File: src/design/hbpwm_pkg.sv
`default_nettype none

package hbpwm_pkg;

  localparam int unsigned CHANNELS = 2;
  localparam int unsigned CH_W     = 1;
  localparam int unsigned DUTY_W   = 16;
  localparam int unsigned PERIOD_W = 16;
  localparam int unsigned COAST_W  = 8;
  localparam int unsigned MAG_W    = 7;
  localparam int unsigned PCT_W    = 8;
  localparam int unsigned PROD_W   = MAG_W + PERIOD_W;
  localparam int unsigned Y_W      = PROD_W - 2;
  localparam int unsigned CFG_IDX_W  = 8;
  localparam int unsigned CFG_DATA_W = 16;

  localparam logic signed [DUTY_W-1:0] DUTY_MAX = 16'sd100;
  localparam logic signed [DUTY_W-1:0] DUTY_MIN = -16'sd100;
  localparam logic signed [PCT_W-1:0]  PCT_MAX  = 8'sd100;
  localparam logic signed [PCT_W-1:0]  PCT_MIN  = -8'sd100;

  // ceil(2^32 / 25), split in halves for two narrow multipliers
  localparam int unsigned RECIP_W      = 28;
  localparam int unsigned RECIP_HALF_W = RECIP_W / 2;
  localparam int unsigned RECIP_SHIFT  = 32;
  localparam logic [RECIP_W-1:0] RECIP_25 = 28'd171798692;
  localparam logic [RECIP_HALF_W-1:0] RECIP_HI = RECIP_25[RECIP_W-1:RECIP_HALF_W];
  localparam logic [RECIP_HALF_W-1:0] RECIP_LO = RECIP_25[RECIP_HALF_W-1:0];
  localparam int unsigned PP_W   = Y_W + RECIP_HALF_W;
  localparam int unsigned QSUM_W = PP_W + RECIP_HALF_W;

  localparam logic [COAST_W-1:0]  COAST_RESET  = 8'd4;
  localparam logic [PERIOD_W-1:0] PERIOD_RESET = 16'd1000;

  typedef enum logic [1:0] {
    DIR_NONE = 2'd0,
    DIR_FWD  = 2'd1,
    DIR_REV  = 2'd3
  } dir_t;

  typedef enum logic [CFG_IDX_W-1:0] {
    REG_INVERT_LEFT  = 8'd0,
    REG_INVERT_RIGHT = 8'd1,
    REG_COAST_CALLS  = 8'd2,
    REG_PWM_PERIOD   = 8'd3
  } cfg_reg_t;

  typedef struct packed {
    logic                invert_left;
    logic                invert_right;
    logic [COAST_W-1:0]  coast_calls;
    logic [PERIOD_W-1:0] pwm_period;
  } cfg_t;

  typedef struct packed {
    logic [CH_W-1:0]  channel;
    logic             neg;
    logic             forced;
    logic [MAG_W-1:0] mag;
  } cmd_t;

endpackage

`default_nettype wire

File: src/design/hbridge_pwm_with_reversal_coast.sv
// channel | direction | ports
// in      | to block  | in_valid, in_ready, in_channel, in_duty_cmd
// out     | from block| out_valid, out_ready, out_channel, out_in1_compare,
//         |           | out_in2_compare, out_coasting
// cfg     | to block  | cfg_valid, cfg_ready, cfg_index, cfg_data
//
// one command per cycle unless out_ready backs up the stages; a command passes
// through input reg, direction/coast update with duty*period, /100 partial
// products and output reg before out_valid rises. cfg_ready is always high.
// synchronous active-low reset clears config to defaults and per-motor state.
// stages advance independently, so bubbles collapse when out_ready is low.
`default_nettype none

module hbridge_pwm_with_reversal_coast (
  input  wire logic                                    clk,
  input  wire logic                                    rst_n,
  input  wire logic                                    in_valid,
  output logic                                         in_ready,
  input  wire logic [hbpwm_pkg::CH_W-1:0]              in_channel,
  input  wire logic signed [hbpwm_pkg::DUTY_W-1:0]     in_duty_cmd,
  output logic                                         out_valid,
  input  wire logic                                    out_ready,
  output logic [hbpwm_pkg::CH_W-1:0]                   out_channel,
  output logic [hbpwm_pkg::PERIOD_W-1:0]               out_in1_compare,
  output logic [hbpwm_pkg::PERIOD_W-1:0]               out_in2_compare,
  output logic                                         out_coasting,
  input  wire logic                                    cfg_valid,
  output logic                                         cfg_ready,
  input  wire logic [hbpwm_pkg::CFG_IDX_W-1:0]         cfg_index,
  input  wire logic [hbpwm_pkg::CFG_DATA_W-1:0]        cfg_data
);

  hbpwm_pkg::cfg_t cfg_r;

  logic                                   v1_r, v2_r, v3_r, vo_r;
  logic                                   ld1, ld2, ld3, ldo;
  logic [hbpwm_pkg::CH_W-1:0]             ch1_r;
  logic signed [hbpwm_pkg::DUTY_W-1:0]    duty1_r;
  hbpwm_pkg::cmd_t                        cmd;
  hbpwm_pkg::cmd_t                        cmd2_r;
  logic [hbpwm_pkg::PROD_W-1:0]           prod2_r;
  logic [hbpwm_pkg::Y_W-1:0]              y;
  logic [hbpwm_pkg::CH_W-1:0]             ch3_r;
  logic                                   neg3_r, forced3_r;
  logic [hbpwm_pkg::PP_W-1:0]             pphi3_r, pplo3_r;
  logic [hbpwm_pkg::QSUM_W-1:0]           qsum;
  logic [hbpwm_pkg::PERIOD_W-1:0]         mag;

  assign cfg_ready = 1'b1;

  always_ff @(posedge clk) begin
    if (!rst_n) begin
      cfg_r.invert_left  <= 1'b0;
      cfg_r.invert_right <= 1'b1;
      cfg_r.coast_calls  <= hbpwm_pkg::COAST_RESET;
      cfg_r.pwm_period   <= hbpwm_pkg::PERIOD_RESET;
    end else if (cfg_valid && cfg_ready) begin
      case (cfg_index)
        hbpwm_pkg::REG_INVERT_LEFT:  cfg_r.invert_left  <= cfg_data[0];
        hbpwm_pkg::REG_INVERT_RIGHT: cfg_r.invert_right <= cfg_data[0];
        hbpwm_pkg::REG_COAST_CALLS:  cfg_r.coast_calls  <= cfg_data[hbpwm_pkg::COAST_W-1:0];
        hbpwm_pkg::REG_PWM_PERIOD:   cfg_r.pwm_period   <= cfg_data[hbpwm_pkg::PERIOD_W-1:0];
        default: ;
      endcase
    end
  end

  assign ldo      = !vo_r || out_ready;
  assign ld3      = !v3_r || ldo;
  assign ld2      = !v2_r || ld3;
  assign ld1      = !v1_r || ld2;
  assign in_ready = ld1;

  always_ff @(posedge clk) begin
    if (!rst_n) begin
      v1_r <= 1'b0;
      v2_r <= 1'b0;
      v3_r <= 1'b0;
      vo_r <= 1'b0;
    end else begin
      if (ld1) v1_r <= in_valid;
      if (ld2) v2_r <= v1_r;
      if (ld3) v3_r <= v2_r;
      if (ldo) vo_r <= v3_r;
    end
  end

  always_ff @(posedge clk) begin
    if (ld1 && in_valid) begin
      ch1_r   <= in_channel;
      duty1_r <= in_duty_cmd;
    end
  end

  hbpwm_dir u_dir (
    .clk      (clk),
    .rst_n    (rst_n),
    .upd_en   (ld2 && v1_r),
    .channel  (ch1_r),
    .duty_cmd (duty1_r),
    .cfg      (cfg_r),
    .cmd      (cmd)
  );

  always_ff @(posedge clk) begin
    if (ld2 && v1_r) begin
      cmd2_r  <= cmd;
      prod2_r <= hbpwm_pkg::PROD_W'(cmd.mag) * hbpwm_pkg::PROD_W'(cfg_r.pwm_period);
    end
  end

  // x/100 as (x>>2)/25 by reciprocal multiply
  assign y = prod2_r[hbpwm_pkg::PROD_W-1:2];

  always_ff @(posedge clk) begin
    if (ld3 && v2_r) begin
      ch3_r     <= cmd2_r.channel;
      neg3_r    <= cmd2_r.neg;
      forced3_r <= cmd2_r.forced;
      pphi3_r   <= hbpwm_pkg::PP_W'(y) * hbpwm_pkg::PP_W'(hbpwm_pkg::RECIP_HI);
      pplo3_r   <= hbpwm_pkg::PP_W'(y) * hbpwm_pkg::PP_W'(hbpwm_pkg::RECIP_LO);
    end
  end

  assign qsum = {pphi3_r, {hbpwm_pkg::RECIP_HALF_W{1'b0}}} +
                hbpwm_pkg::QSUM_W'(pplo3_r);
  assign mag  = qsum[hbpwm_pkg::RECIP_SHIFT +: hbpwm_pkg::PERIOD_W];

  always_ff @(posedge clk) begin
    if (ldo && v3_r) begin
      out_channel     <= ch3_r;
      out_in1_compare <= neg3_r ? '0 : mag;
      out_in2_compare <= neg3_r ? mag : '0;
      out_coasting    <= forced3_r;
    end
  end

  assign out_valid = vo_r;

endmodule

`default_nettype wire

File: src/design/hbpwm_dir.sv
`default_nettype none

module hbpwm_dir (
  input  wire logic                                clk,
  input  wire logic                                rst_n,
  input  wire logic                                upd_en,
  input  wire logic [hbpwm_pkg::CH_W-1:0]          channel,
  input  wire logic signed [hbpwm_pkg::DUTY_W-1:0] duty_cmd,
  input  wire hbpwm_pkg::cfg_t                     cfg,
  output hbpwm_pkg::cmd_t                          cmd
);

  hbpwm_pkg::dir_t                   dir_r   [hbpwm_pkg::CHANNELS];
  hbpwm_pkg::dir_t                   dir_nxt [hbpwm_pkg::CHANNELS];
  logic [hbpwm_pkg::COAST_W-1:0]     rem_r   [hbpwm_pkg::CHANNELS];
  logic [hbpwm_pkg::COAST_W-1:0]     rem_nxt [hbpwm_pkg::CHANNELS];

  logic signed [hbpwm_pkg::PCT_W-1:0] clamped;
  logic signed [hbpwm_pkg::PCT_W-1:0] oriented;
  logic signed [hbpwm_pkg::PCT_W-1:0] eff;
  logic [hbpwm_pkg::PCT_W-1:0]        eff_abs;
  logic                               inv;
  logic                               forced;
  hbpwm_pkg::dir_t                    want;

  always_comb begin
    if (duty_cmd > hbpwm_pkg::DUTY_MAX) begin
      clamped = hbpwm_pkg::PCT_MAX;
    end else if (duty_cmd < hbpwm_pkg::DUTY_MIN) begin
      clamped = hbpwm_pkg::PCT_MIN;
    end else begin
      clamped = duty_cmd[hbpwm_pkg::PCT_W-1:0];
    end
    inv      = (channel == '0) ? cfg.invert_left : cfg.invert_right;
    oriented = inv ? -clamped : clamped;
    if (oriented > 0) begin
      want = hbpwm_pkg::DIR_FWD;
    end else if (oriented < 0) begin
      want = hbpwm_pkg::DIR_REV;
    end else begin
      want = hbpwm_pkg::DIR_NONE;
    end
  end

  // reversal protection, skipped entirely when coast_calls is zero
  always_comb begin
    dir_nxt = dir_r;
    rem_nxt = rem_r;
    forced  = 1'b0;
    if (cfg.coast_calls != '0) begin
      if (rem_r[channel] != '0) begin
        rem_nxt[channel] = rem_r[channel] - 1'b1;
        forced           = 1'b1;
      end else if (want != hbpwm_pkg::DIR_NONE && dir_r[channel] != hbpwm_pkg::DIR_NONE &&
                   want != dir_r[channel]) begin
        rem_nxt[channel] = cfg.coast_calls;
        forced           = 1'b1;
      end else if (want != hbpwm_pkg::DIR_NONE) begin
        dir_nxt[channel] = want;
      end
    end
  end

  always_comb begin
    eff         = forced ? '0 : oriented;
    eff_abs     = eff[hbpwm_pkg::PCT_W-1] ? -eff : eff;
    cmd.channel = channel;
    cmd.neg     = eff[hbpwm_pkg::PCT_W-1];
    cmd.forced  = forced;
    cmd.mag     = eff_abs[hbpwm_pkg::MAG_W-1:0];
  end

  always_ff @(posedge clk) begin
    if (!rst_n) begin
      for (int i = 0; i < hbpwm_pkg::CHANNELS; i++) begin
        dir_r[i] <= hbpwm_pkg::DIR_NONE;
        rem_r[i] <= '0;
      end
    end else if (upd_en) begin
      dir_r <= dir_nxt;
      rem_r <= rem_nxt;
    end
  end

endmodule

`default_nettype wire

File: config.mk
export PLATFORM = sky130hd
export DESIGN_NAME = hbridge_pwm_with_reversal_coast
export DESIGN_NICKNAME = d
export VERILOG_FILES = /design/src/design/hbpwm_pkg.sv /design/src/design/hbridge_pwm_with_reversal_coast.sv /design/src/design/hbpwm_dir.sv
export SDC_FILE = /design/constraint.sdc
export NUM_CORES = 1
export LEC_CHECK = 0
export BUFFER_PORTS_ARGS = -buffer_cell sky130_fd_sc_hd__buf_2
export CORE_MARGIN = 1
export CORE_UTILIZATION = 55
export CTS_CLUSTER_DIAMETER = 100
export CTS_CLUSTER_SIZE = 28
export DETAILED_ROUTE_END_ITERATION = 7
export PLACE_DENSITY = 0.73
export SYNTH_ARGS = -nofsm -noshare
export SYNTH_HDL_FRONTEND = slang
export SYNTH_HIERARCHICAL = 1
export SYNTH_SLANG_ARGS = --single-unit
File: constraint.sdc
create_clock -name clk -period 18.8 [get_ports clk]
set_clock_uncertainty 0.15 [all_clocks]
set_input_delay 0.94 -clock clk [delete_from_list [all_inputs] [get_ports clk]]
set_output_delay 0.94 -clock clk [all_outputs]
set_load 0.03 [all_outputs]
==> flow_metrics.tcl, run 1 <==
set metrics [dict create \
    finalHoldViolCount 0 \
    startpoint_type "register" \
    synth_cell_types 84 \
    synth_most_common_cell "ha_1" \
    max_stage_delay_ns 0.74 \
    rsz0062_at_grt "false" \
    root_buffer "clkbuf_16" \
    synth_area_mm2 0.0198 \
    path_max_fanout 16 \
    post-place-ws_ns 8.62 \
    post-route-period-util_pct 55.6 \
    cp.required_ns 18.86 \
    synth.area.top_cells "fa_1 21%, edfxtp_1 20%, ha_1 20%" \
    yosys_register_bits 183 \
    fmax_mhz 95.7 \
    port-buffer-count 81 \
    worstSkewPairLatency_ns 0.47 \
    core_area_mm2 0.0355 \
    yosysTopAreaCellShare_pct 21.4 \
    layout-drive-gt1-share_pct 7.58 \
    clk_pin_slew_worst_paths_ns 0.08 \
    rows 69 \
    critPathMostFrequentCell "fa_1" \
    drt-initial-drc-count 681 \
    post_cts_buffers 0 \
    area_growth_pct 7.16 \
    synth_top_area_cell "fa_1" \
    critPathKind "register to register" \
    ioPinCount 83 \
    drt_pre_antenna_iters 5 \
    cts_resized 0 \
    drv_slew 0 \
    dieArea_mm2 0.0368 \
    synth_ff_type "edfxtp_1" \
    status "completed" \
    synth_edf_count 133 \
    synthCells 1908 \
    gp_congestion 0.963 \
    hp-class "register to register" \
    fill_cells 2915 \
    clock-sinks 183 \
    drc_errors 0 \
    hold_buffers 0 \
    fin_crit_ns 10.45 \
    die_x_um 192 \
    yosysWarningCount 6 \
    place_hpwl_um 33900 \
    slew-limit-headroom_pct 28.2 \
    h-tree-depth 4 \
    cp-end-kind "register" \
    ys_seq_area_share_pct 25.2 \
    grt_pass1_vias 13900 \
    synthTopCellsByCount "311 x ha_1, 309 x inv_1, 212 x fa_1, 145 x nand2_1, 133 x edfxtp_1" \
    vias 13500 \
    fin_setup_tns_ns 0 \
    nNetsFinal 2549 \
    cts_tree "yes" \
    avgSynthCellArea_um2 10.4 \
    routed_wl_um 41100 \
    antenna_found_initial 0 \
    grt_usage_pct 23.8 \
    antenna_left 0 \
    tightest_slew_ns 1.07 \
    grt_pass1_wl_um 68100 \
    arrival_ns 10.50 \
    viasPerCell 5.50 \
    start_util_pct 55.9 \
    grt_max_degree 60 \
    grt_remaining_overflow 0 \
    final-setup-viol-count 0 \
    maxCapViolCount 0 \
    stdcell_area_mm2 0.0212 \
    die_h_um 192 \
    synthArstFlopShare_pct 0 \
    post_dp_cell_area_mm2 0.0207 \
    n_antenna_cell 0 \
    wl_per_cell_um 16.8 \
    synthesis.nets 2477 \
    clockBufferDepth 2 \
    worst_slack_ns 8.35 \
    numCtsBuffers 17 \
    crit_slowest_cell "nor2_1" \
]
[final timing paths]
| kind | startpoint | end | slack, ns | depth (start not counted) |
|---|---|---|---|---|
| max | duty1_r[15] | prod2_r[22] | 8.35 | 34 |
| min | ch3_r | out_channel | 0.28 | 0 |
| max reg2reg | duty1_r[15] | prod2_r[22] | 8.35 | 34 |
| min reg2reg | ch3_r | out_channel | 0.28 | 0 |
[worst max-delay path, delay by kind of cell (launching register included)]
| family | cells | cell delay (ns) |
|---|---|---|
| flops | 1 | 0.53 |
| compound gates | 12 | 3.15 |
| fa+ha+maj | 7 | 3.00 |
| buf+inv | 3 | 0.16 |
| simple gates | 10 | 2.90 |
| xor+xnor | 2 | 0.27 |
[registers in the layout, indices dropped and copies added (netlist names), 3 cells and up]
signal           cells
cfg_r               26
cmd2_r               3
duty1_r             16
out_in1_compare     16
out_in2_compare     16
pphi3_r             34
pplo3_r             21
prod2_r             21
u_dir/dir_r          4
u_dir/rem_r         16
[kinds of logic after synthesis]
kind of cell | after synthesis | synth area share (%)
fa+ha+maj | 523 | 41.0
simple gates | 452 | 11.4
buf+inv | 341 | 6.67
compound gates | 278 | 9.61
flops | 183 | 25.2
xor+xnor | 94 | 4.19
mux | 36 | 1.82
other cells | 1 | 0.0189
[cells in the final DEF, fill, tap and decap left out, drive strengths merged, types with 7 or more instances in the layout]
master and instances:
inv 314, ha 311, fa 212, nand2 145, edfxtp 133, buf 85
nor2 81, and2 80, a21oi 74, xnor2 52, o21ai 51, dfxtp 50
xor2 42, mux2i 35, a21o 32, nand3 30, nor2b 22, nor3 21
clkbuf 17, a211oi 17, a21boi 17, o21a 16, and3 12, nand2b 11
nand4 10, o211ai 10, nor4 10, o31ai 9, a31oi 8, clkinv 8
o21bai 7
[per-layer routing]
| metal | global-route usage [%] | wire length [um] |
|---|---|---|
| met3 | 2.81 | 1330 |
| met5 | 0 | 0 |
| met4 | 8.00 | 1040 |
| met2 | 41.6 | 20400 |
| met1 | 30.5 | 18400 |
[through the flow]
step / hold WS [ns] / std cells / util [%]
after floorplan: 0.250 / 1908 / -
after global placement: 0.257 / 2422 / 58.3
after detailed placement: 0.266 / 2422 / 58.3
after CTS: 0.284 / 2454 / 59.9
after global routing: 0.282 / 2454 / 59.9
final: 0.279 / 2454 / 59.9
[cell type report]
type	count	area (um2)	share of cell area, %
clock buffer	17	425	2.00
timing repair buffer	85	435	2.05
sequential	183	4990	23.5
clock inverter	15	124	0.583
multi-input combinational	1384	13500	63.7
inverter	309	1160	5.46
tap	461	577	2.72
Power of run 1 is left out: the tool's default activity adds up to more than one toggle a clock period on the data nets, which glitch-free logic cannot reach.
==> run 2: changes to the inputs <==
--- a/config.mk
+++ b/config.mk
@@ -11,7 +11,7 @@
 export CTS_CLUSTER_DIAMETER = 100
 export CTS_CLUSTER_SIZE = 28
 export DETAILED_ROUTE_END_ITERATION = 7
-export PLACE_DENSITY = 0.73
+export PLACE_DENSITY = 0.76
 export SYNTH_ARGS = -nofsm -noshare
 export SYNTH_HDL_FRONTEND = slang
 export SYNTH_HIERARCHICAL = 1
==> constraint.sdc (replaced) <==
create_clock -name clk -period 8.49 [get_ports clk]
set_clock_uncertainty 0.15 [all_clocks]
set_input_delay 0.4245 -clock clk [delete_from_list [all_inputs] [get_ports clk]]
set_output_delay 0.4245 -clock clk [all_outputs]
set_load 0.03 [all_outputs]
==> run 2 against run 1 <==
  * Die area unchanged
  * Global-route usage up 1.1 points
  * Highest routed layer unchanged
  * Maximum frequency grew 26%
  * Critical path depth fell by 1
  * Via count up 4.5%
  * Flip-flop and latch count stayed put
  * Setup slack worse by 8.2 ns
  * Wire length up 6.1%
  * Clock-buffer cell count rose by 2
==> flow_metrics.tcl, run 2 (same netlist as run 1, synthesis figures left out) <==
set metrics [dict create \
    status "completed" \
    port-buffer-count 81 \
    grt_pass1_vias 14700 \
    wl_per_cell_um 17.2 \
    drt_pre_antenna_iters 5 \
    worst_slack_ns 0.185 \
    largestRegisters "pphi3_r (34), cfg_r (26)" \
    numCtsBuffers 17 \
    hp-class "input port to register" \
    max_stage_delay_ns 0.56 \
    dp_cells 2471 \
    h-tree-depth 4 \
    dieArea_mm2 0.0368 \
    drc_errors 0 \
    rows 69 \
    startpoint_type "register" \
    routed_wl_um 43700 \
    viasPerCell 5.57 \
    area_growth_pct 11.9 \
    root_buffer "clkbuf_16" \
    nNetsFinal 2629 \
    antenna_left 0 \
    path_max_fanout 8 \
    cp-end-kind "register" \
    ioPinCount 83 \
    drv_slew 0 \
    grt_usage_pct 24.9 \
    min_from "in_channel" \
    clk_pin_slew_worst_paths_ns 0.08 \
    instances_no_fill 2534 \
    post-route-period-util_pct 97.8 \
    start_util_pct 55.9 \
    fin_crit_ns 8.30 \
    grt_max_degree 60 \
    core_area_mm2 0.0355 \
    place_hpwl_um 35200 \
    largest-register "pphi3_r" \
    fmax_mhz 120 \
    finalHoldViolCount 0 \
    largest_register_ffs 34 \
    critPathKind "register to register" \
    arrival_ns 8.36 \
    grt_pass1_wl_um 71700 \
    n_antenna_cell 0 \
    tightest_slew_ns 1.05 \
    min_delay_worst_endpoint "ch1_r" \
    r2r_start "duty1_r[2]" \
    antenna_found_initial 0 \
    cts_tree "yes" \
    final_common_cell "inv_1" \
    crit_slowest_cell "fa_1" \
    final-setup-viol-count 0 \
    worstSkewPairLatency_ns 0.46 \
    gp_congestion 0.948 \
    clock-sinks 183 \
    layout_common_cells "307 x inv_1, 305 x ha_1, 212 x fa_1" \
    drt-initial-drc-count 746 \
    cp.required_ns 8.54 \
    clockBufferDepth 2 \
    r2r_cells 33 \
    critPathMostFrequentCell "fa_1" \
    layout-drive-gt1-share_pct 12.3 \
    post-place-ws_ns -0.125 \
    grt_remaining_overflow 0 \
    maxCapViolCount 0 \
    rrSetupSlack_ns 0.19 \
    slew-limit-headroom_pct 30.1 \
    vias 14100 \
    fin_setup_tns_ns 0 \
    die_x_um 192 \
    hold_depth 1 \
    die_h_um 192 \
    rr_endpoint "prod2_r[20]" \
]
-- run 2: worst max path at each step --
stage	slack (ns)	cells after the start	start	end
after CTS	0.003	35	duty1_r[3]	prod2_r[21]
after detailed placement	-0.13	34	duty1_r[4]	prod2_r[22]
after global placement	0.07	31	duty1_r[11]	prod2_r[21]
after floorplan	0.01	35	duty1_r[3]	prod2_r[21]
after global routing	-0.13	35	duty1_r[2]	prod2_r[20]
final	0.19	33	duty1_r[2]	prod2_r[20]
-- run 2: critical path: cells and delay by family (launching register included) --
family	cells	cell delay, ns
and+or+nand+nor	10	1.85
DFF	1	0.43
xor gates and xnor gates	2	0.40
buffers and inverters	3	0.29
adders and majority gates	7	2.92
AOI/OAI and AO/OA	11	2.02
-- run 2: cell type report --
type	count	area (um2)
multi-input cells	1384	13800
fillers	2772	13300
flip-flops and latches	183	4990
inverters	309	1160
repair buffers	165	1100
well taps	461	577
clock buffers	19	453
clock inverters	13	141
-- run 2: stage by stage --
stage	hold slack (ns)	util (%)	area [um2]
3_5_place_dp	0.257	59.5	21100
3_3_place_gp	0.255	59.5	21100
4_1_cts	0.00161	61.9	22000
5_1_grt	0.00924	62.5	22200
2_1_floorplan	0.250	-	19900
6_report	0.0150	62.5	22200
-- run 2: what timing repair did --
item,CTS,global route
endpoints found under the setup margin,3,10
pin swaps,2,40
gates resized for setup,10,30
hold buffers,16,0
endpoints found under the hold margin,16,0
buffers inserted,3,12
-- run 2: routing by layer --
| layer | vias to the layer above | global-route usage (%) | wire length (um) |
|---|---|---|---|
| met1 | 7010 | 30.9 | 18700 |
| met4 | 0 | 8.49 | 1010 |
| li1 | 6747 | - | - |
| met3 | 68 | 2.52 | 1540 |
| met5 | - | 0 | 0 |
| met2 | 286 | 45.0 | 22500 |
Power of run 2 is left out for the same reason.
==> run 3: changes to the inputs <==
--- a/config.mk
+++ b/config.mk
@@ -6,12 +6,14 @@
 export NUM_CORES = 1
 export LEC_CHECK = 0
 export BUFFER_PORTS_ARGS = -buffer_cell sky130_fd_sc_hd__buf_2
+export CELL_PAD_IN_SITES_DETAIL_PLACEMENT = 0
+export CELL_PAD_IN_SITES_GLOBAL_PLACEMENT = 1
 export CORE_MARGIN = 1
-export CORE_UTILIZATION = 55
+export CORE_UTILIZATION = 46
 export CTS_CLUSTER_DIAMETER = 100
 export CTS_CLUSTER_SIZE = 28
 export DETAILED_ROUTE_END_ITERATION = 7
-export PLACE_DENSITY = 0.76
+export PLACE_DENSITY = 0.79
 export SYNTH_ARGS = -nofsm -noshare
 export SYNTH_HDL_FRONTEND = slang
 export SYNTH_HIERARCHICAL = 1
==> run 3 against run 2 <==
  * Non-clock buffer count rose by 18
  * Critical path type unchanged
  * Maximum frequency rose by 1.9%
  * Cell area rose by 1.1%
  * Flip-flop and latch count did not move
  * Via count fell by 2.8%
  * Wire length fell by 1.2%
  * Critical path depth rose by 4
==> flow_metrics.tcl, run 3 (same netlist as run 1, synthesis figures left out) <==
set metrics [dict create \
    max_stage_delay_ns 0.53 \
    grt_remaining_overflow 0 \
    largest_register_ffs 34 \
    instances_no_fill 2630 \
    clock-sinks 183 \
    post-place-ws_ns -0.107 \
    layout-drive-gt1-share_pct 12.4 \
    rows 75 \
    cts_tree "yes" \
    vias 13700 \
    use_met1_pct 27.2 \
    worstSkewPairLatency_ns 0.49 \
    layout_common_cells "309 x inv_1, 305 x ha_1, 212 x fa_1" \
    fill_cells 3774 \
    drt-initial-drc-count 576 \
    fin_setup_tns_ns 0 \
    die_x_um 210 \
    area_growth_pct 13.2 \
    multiInputGateArea_mm2 0.0138 \
    gp_congestion 0.897 \
    rsz0062_at_grt "true" \
    clockBufferDepth 2 \
    nNetsFinal 2647 \
    r2r_start "duty1_r[9]" \
    routed_wl_um 43100 \
    n_antenna_cell 0 \
    path_max_fanout 8 \
    status "completed" \
    antenna_found_initial 0 \
    tightest_slew_ns 0.971 \
    fin_crit_ns 8.15 \
    wl_per_cell_um 16.4 \
    ioPinCount 83 \
    cp-startpoint "duty1_r[9]" \
    min_from "cfg_data[12]" \
    port-buffer-count 81 \
    hp-class "input port to register" \
    root_buffer "clkbuf_16" \
    h-tree-depth 4 \
    cp.required_ns 8.59 \
    slew-limit-headroom_pct 35.3 \
    clk_pin_slew_worst_paths_ns 0.08 \
    grt_pass1_wl_um 71900 \
    die_h_um 210 \
    dieArea_mm2 0.0439 \
    grt.met2_usage_pct 35.6 \
    critPathKind "register to register" \
    viasPerCell 5.21 \
    top_usage_layer "met2" \
    cp-end-kind "register" \
    drt_pre_antenna_iters 5 \
    grt_max_degree 60 \
    worst_slack_ns 0.340 \
    grt_usage_pct 20.9 \
    finalHoldViolCount 0 \
    place_hpwl_um 35900 \
    fmax_mhz 123 \
    final-setup-viol-count 0 \
    start_util_pct 46.9 \
    final_common_cell "inv_1" \
    numCtsBuffers 17 \
    maxCapViolCount 0 \
    crit_slowest_cell "or4_4" \
    antenna_left 0 \
    post-route-period-util_pct 96.0 \
    core_area_mm2 0.0422 \
    startpoint_type "register" \
    dp_cells 2563 \
    drc_errors 0 \
    grt_pass1_vias 14300 \
    largestRegisters "pphi3_r (34), cfg_r (26)" \
    drv_slew 0 \
    largest-register "pphi3_r" \
    arrival_ns 8.25 \
    grtUsageMet3_pct 3.56 \
    whs_ns 0.0433 \
    ff_latch_area_mm2 0.00499 \
]
run 3: layout make-up:
cell class | count | area share (%)
multi-input combinational | 1384 | 61.4
sequential | 183 | 22.3
timing repair buffer | 183 | 5.49
inverter | 309 | 5.17
tap | 539 | 3.00
clock buffer | 17 | 1.90
clock inverter | 15 | 0.747
run 3: metrics by stage:
step | cell area (um2) | util, %
finish | 22400 | 53.1
global route | 22400 | 53.1
CTS | 22200 | 52.5
detailed placement | 21300 | 50.5
global placement | 21300 | 50.5
floorplan | 19900 | -
run 3: final timing paths:
check / endpoint / slack, ns / cells past startpoint
max: prod2_r[22] / 0.34 / 37
min: cfg_r[12] / 0.04 / 3
max reg2reg: prod2_r[22] / 0.34 / 37
min reg2reg: neg3_r / 0.28 / 0
run 3: timing repair:
item | 4_1_cts | 5_1_grt
resized for setup | 5 | 35
hold buffers | 23 | 0
pin swaps | 1 | 25
endpoints found under the setup margin | 3 | 13
endpoints found under the hold margin | 23 | 0
setup buffers | 1 | 12
run 3: routing by layer:
| layer | up-vias | wire (um) | part of all wire, % |
|---|---|---|---|
| li1 | 6784 | - | - |
| met2 | 173 | 21300 | 50 |
| met4 | 0 | 698 | 1.6 |
| met5 | - | 0 | 0 |
| met3 | 37 | 1260 | 2.9 |
| met1 | 6718 | 19800 | 46 |
run 3: worst max-delay path, delay by kind of cell (launching register included):
family,cells,cell delay [ns]
compound gates,9,1.43
xor+xnor,2,0.27
fa+ha+maj,7,2.67
buf+inv,6,0.49
flops,1,0.45
simple gates,13,2.42
Power of run 3 is left out for the same reason.
